## config.mk

```make
export PLATFORM = sky130hd
export DESIGN_NAME = pf_ctrl
export DESIGN_NICKNAME = d
export VERILOG_FILES = /design/src/rtl/core/pf_pkg.sv /design/src/rtl/core/pf_ctrl.sv
export VERILOG_INCLUDE_DIRS = /design/src /design/src/rtl/core
export SDC_FILE = /design/constraint.sdc
export NUM_CORES = 1
export LEC_CHECK = 0
export ABC_AREA = 1
export BUFFER_PORTS_ARGS = -buffer_cell sky130_fd_sc_hd__clkbuf_2
export CELL_PAD_IN_SITES_DETAIL_PLACEMENT = 0
export CELL_PAD_IN_SITES_GLOBAL_PLACEMENT = 2
export CORE_MARGIN = 2
export CORE_UTILIZATION = 18
export CTS_CLUSTER_DIAMETER = 50
export DETAILED_ROUTE_END_ITERATION = 12
export PLACE_DENSITY = 0.72
export SYNTH_ARGS = -nofsm -noshare
export SYNTH_HDL_FRONTEND = slang
export SYNTH_SLANG_ARGS = --single-unit
```

## constraint.sdc

```tcl
create_clock -name i_clk -period 1.2 [get_ports i_clk]
set_clock_uncertainty 0.1 [all_clocks]
set_input_delay 0.24 -clock i_clk [delete_from_list [all_inputs] [get_ports i_clk]]
set_output_delay 0.24 -clock i_clk [all_outputs]
set_load 0.02 [all_outputs]
```

## src/rtl/core/assert_macros.svh

```systemverilog
// Assertion helpers for the RTL, included by pf_ctrl.
`ifndef ASSERT_MACROS_SVH
`define ASSERT_MACROS_SVH

// Checked on every clock edge outside reset.
`define PF_ASSERT(lbl, prop, msg) \
    lbl: assert property (@(posedge i_clk) disable iff (!i_rst_n) prop) else $error(msg);

// Checked on every clock edge, reset included.
`define PF_ASSERT_ALWAYS(lbl, prop, msg) \
    lbl: assert property (@(posedge i_clk) prop) else $error(msg);

`endif

```

## src/rtl/core/pf_pkg.sv

```systemverilog
package pf_pkg;

    // Input item kinds
    localparam logic [2:0] KIND_FMT   = 3'd0;
    localparam logic [2:0] KIND_INT   = 3'd1;
    localparam logic [2:0] KIND_STR   = 3'd2;
    localparam logic [2:0] KIND_NULL  = 3'd3;
    localparam logic [2:0] KIND_BEGIN = 3'd4;

    // Characters
    localparam logic [7:0] CH_NUL   = 8'h00;
    localparam logic [7:0] CH_PCT   = 8'h25;
    localparam logic [7:0] CH_MINUS = 8'h2d;
    localparam logic [7:0] CH_ZERO  = 8'h30;
    localparam logic [7:0] CH_S     = 8'h73;
    localparam logic [7:0] CH_D     = 8'h64;
    localparam logic [7:0] CH_X     = 8'h78;

    // Character buffer: sign plus ten decimal digits
    localparam int BUF_DEPTH = 11;
    localparam int LOAD_W    = 8;

    localparam logic [30:0] TOTAL_MAX = 31'h7fff_ffff;

    // ceil(2^35 / 10): q = (m * DEC_RECIP) >> 35 is m / 10 for any 32-bit m
    localparam logic [31:0] DEC_RECIP = 32'hcccc_cccd;

    localparam logic [7:0] HEX_DIGITS [16] = '{
        8'h30, 8'h31, 8'h32, 8'h33, 8'h34, 8'h35, 8'h36, 8'h37,
        8'h38, 8'h39, 8'h61, 8'h62, 8'h63, 8'h64, 8'h65, 8'h66
    };

    // "(null)" stored last character first, buffer drains from the top
    localparam logic [7:0] NULL_REV [6] = '{8'h29, 8'h6c, 8'h6c, 8'h75, 8'h6e, 8'h28};

    typedef enum logic [1:0] {
        AW_NONE = 2'd0,
        AW_STR  = 2'd1,
        AW_DEC  = 2'd2,
        AW_HEX  = 2'd3
    } t_aw;

    typedef enum logic [2:0] {
        S_IDLE = 3'b001,
        S_DEC  = 3'b010,
        S_EMIT = 3'b100
    } t_state;

    typedef struct packed {
        logic accept;
        logic dec_step;
        logic pop;
    } t_cmd;

    typedef struct packed {
        logic will_emit;
        logic will_dec;
        logic dec_done;
        logic last_byte;
    } t_sts;

    function automatic logic [7:0] hex_char(input logic [3:0] nib);
        return HEX_DIGITS[nib];
    endfunction

endpackage

```

## src/rtl/core/pf_ctrl.sv

```systemverilog
`include "assert_macros.svh"

module pf_ctrl import pf_pkg::*; (
    input  logic i_clk,
    input  logic i_rst_n,
    input  logic i_in_valid,
    input  logic i_out_ready,
    input  t_sts i_sts,
    output logic o_in_ready,
    output logic o_out_valid,
    output t_cmd o_cmd
);

    t_state r_state;
    t_state n_state;

    assign o_in_ready     = (r_state == S_IDLE);
    assign o_out_valid    = (r_state == S_EMIT);
    assign o_cmd.accept   = i_in_valid & o_in_ready;
    assign o_cmd.dec_step = (r_state == S_DEC);
    assign o_cmd.pop      = o_out_valid & i_out_ready;

    // Next state
    always_comb begin
        n_state = r_state;
        case (r_state)
            S_IDLE: begin
                if (o_cmd.accept) begin
                    if (i_sts.will_dec) begin
                        n_state = S_DEC;
                    end else if (i_sts.will_emit) begin
                        n_state = S_EMIT;
                    end
                end
            end
            S_DEC: begin
                if (i_sts.dec_done) begin
                    n_state = S_EMIT;
                end
            end
            S_EMIT: begin
                if (o_cmd.pop && i_sts.last_byte) begin
                    n_state = S_IDLE;
                end
            end
            default: begin
                n_state = S_IDLE;
            end
        endcase
    end

    always_ff @(posedge i_clk) begin
        if (!i_rst_n) begin
            r_state <= S_IDLE;
        end else begin
            r_state <= n_state;
        end
    end

    `PF_ASSERT(a_no_overlap, !(o_in_ready && o_out_valid), "input and output both open")
    `PF_ASSERT(a_last_frees, (o_cmd.pop && i_sts.last_byte) |=> o_in_ready, "no return to idle")
    `PF_ASSERT(a_dec_to_emit, (o_cmd.dec_step && i_sts.dec_done) |=> o_out_valid, "digits lost")
    `PF_ASSERT(a_dec_needs_entry, $rose(o_cmd.dec_step) |-> $past(o_cmd.accept), "stray digit loop")

endmodule

```

==> impl_metrics.ini <==
[power_and_ir_drop]
irDropWorstVdd_mv = 0.874
combPwrFrac_pct = 63.8
p_per_area_nw_per_um2 = 2290
seq_power_share_pct = 20.3
p_leak_nw = 0.254
clkPwrFrac_pct = 16.0
p_int_mw = 0.634
total_power_mw = 1.13
p_sw_mw = 0.498
sw_frac_of_total_pct = 44.0

[outcome]
outcome = complete, but fails checks
violations = negative setup slack

[drt]
avgRoutedWirePerCell_um = 9.82
drt_iter0_drc = 0
drtPass1Iterations = 1
viasPerCell = 4.12
ant_nets = 0
vias = 317
drc = 0
wirelength_um = 756

[worst_setup_path]
crit_start = r_state[1]
crit_required_ns = 0.86
cp.arrival_ns = 1.06
worstPathMaxFanout = 3
crit_type = register to output port
cp-end-kind = output port
r2r-start = r_state[0]
cp-start-kind = register

[logic_synthesis]
syn-instance-count = 41
ys_seq_elements = 3
syn_avg_cell_area_um2 = 5.98
ys_seq_area_share_pct = 24.5
ys_warn_count = 0
netlist_area_um2 = 245
syn-num-nets = 49
yosysUniqueCellTypes = 13

[hold_path]
hp-start = i_rst_n
min_path_type = primary input to register

[clocking]
cts_root_buf = clkbuf_4
cts_tree = built
cts.sinks = 3
cts.reportedPaths.clkPinSlew_ns = 0.04
ctsHoldBuffers = 0
htree_levels = 1
cts_made_buffers = 3
cts_buffer_depth = 2
clk_latency_ns = 0.23

[timing]
slew_violations = 0
tightest_slew_ns = 0.143
fin_crit_ns = 1.40
finalSetupViolCount = 6
rsz0062_at_grt = yes
fin_ws_ns = -0.202
period_share_pct = 117
final-hold-violation-count = 0
fmax_mhz = 713
max_slew_margin_pct = 90.4

[finish]
regMostFlops = r_state
fillCellCount = 140
syn2layout_area_growth_pct = 102
top_regs = r_state: 3 flops
final_layout_size_suffix_gt1_share_pct = 66.1
nets = 71
largest_reg_flops = 3
antennaDiodeCount = 0
design_area_um2 = 494

[die]
start_util_pct = 19.1
die_area_um2 = 1670
fp-row-count = 13
die_h_um = 40.9
core_area_um2 = 1280
die_x_um = 40.9
pin_count = 13

[grt]
grt_max_degree = 8
grt_antenna_before_repair = 0
grtUsageTotal_pct = 12.7
grt_pass1_wl_mm = 1.29
grt_pass1_vias = 357
grt_overflow = 0

[run]
drv_cap = 0

[placed_design]
dp_slack_ns = -0.0320
dpl-instance-area_um2 = 332
io_buffers = 12
dp_hpwl_um = 439
gp_congestion = 0.715
## area by class of cell
type	instances	area, um2	area share, %
multi-input combinational	29	199	40.3
sequential	3	68.8	13.9
tap	15	18.8	3.80
timing repair buffer	17	148	29.9
inverter	9	33.8	6.84
clock buffer	4	26.3	5.32
## through the flow
| step | util, % | instances | hold slack (ns) | setup TNS (ns) |
|---|---|---|---|---|
| floorplan | - | 41 | 0.225 | 0 |
| global placement | 25.8 | 69 | 0.352 | -0.0162 |
| detailed placement | 25.8 | 69 | 0.341 | -0.0320 |
| CTS | 36.7 | 79 | 0.0942 | -0.827 |
| global route | 38.5 | 77 | 0.112 | -1.15 |
| finish | 38.5 | 77 | 0.111 | -0.734 |
## power groups by stage
stage          combinational, mW  sequential, mW  clock (mW)
4_1_cts                    0.642           0.221       0.188
3_5_place_dp               0.423           0.185           0
6_report                   0.721           0.230       0.180
2_1_floorplan              0.306           0.182           0
5_1_grt                    0.783           0.238       0.199
3_3_place_gp               0.439           0.186           0
## routing by layer
layer / up-vias / routed length, um / global-route usage [%]
met4: 0 / 0 / 10.0
met2: 7 / 451 / 27.3
met5: - / 0 / 0
met3: 0 / 31 / 2.17
met1: 143 / 273 / 8.77
li1: 167 / - / -
## final timing paths
check                                   to  slack [ns]  cells past startpoint
worst max-delay path              o_cmd[2]       -0.20                      4
worst min-delay path            r_state[0]        0.11                      2
worst max register to register  r_state[0]       -0.01                      6
worst min register to register  r_state[0]        0.48                      2
## placed cells by master, fill, tap and decap left out
| cell type | synthesis | layout |
|---|---|---|
| a21boi_1 | 1 | 1 |
| nand2_2 | 2 | 4 |
| clkbuf_2 | 0 | 7 |
| buf_4 | 0 | 4 |
| nand2_1 | 9 | 5 |
| inv_2 | 0 | 4 |
| nor2_2 | 4 | 1 |
| nand2_4 | 0 | 2 |
| clkbuf_4 | 0 | 3 |
| buf_6 | 0 | 2 |
| nor3_2 | 0 | 1 |
| clkbuf_1 | 0 | 1 |
| dfxtp_4 | 0 | 2 |
| nand3b_1 | 1 | 1 |
| o21ai_1 | 1 | 1 |
| buf_8 | 0 | 4 |
| nor2_1 | 4 | 3 |
| nor2_4 | 0 | 4 |
| dfxtp_2 | 0 | 1 |
| nand3_2 | 2 | 2 |
| nand3_1 | 3 | 3 |
| o21ai_0 | 1 | 1 |
| inv_1 | 9 | 5 |
## cell usage after synthesis
library cell	number	share of area, %
a21boi_1	1	3.1
dfxtp_1	3	24
inv_1	9	14
nand2_1	9	14
nand2_2	2	5.1
nand3_1	3	6.1
nand3_2	2	8.2
nand3b_1	1	3.1
nor2_1	4	6.1
nor2_2	4	10
nor3_1	1	2.0
o21ai_0	1	2.0
o21ai_1	1	2.0
## critical path: stages, from the launching register on
cell     delay (ns)
dfxtp_4        0.36
nor2_4         0.14
nand2_4        0.08
nor2_4         0.13
buf_8          0.12
## logic make-up (layout without fill, tap and decap cells)
kind of cell,count (synthesis),count (layout),share of synthesized area [%]
buf+inv,9,30,13.8
compound gates,3,3,7.14
simple gates,26,26,54.6
flops,3,3,24.5
## timing repair
action / CTS / global route
resized for setup: 23 / 14
buffers inserted: 6 / 0
pin swaps: 4 / 3
endpoints found under the setup margin: 5 / 8
Note: power is estimated with default switching activity, not from simulation.
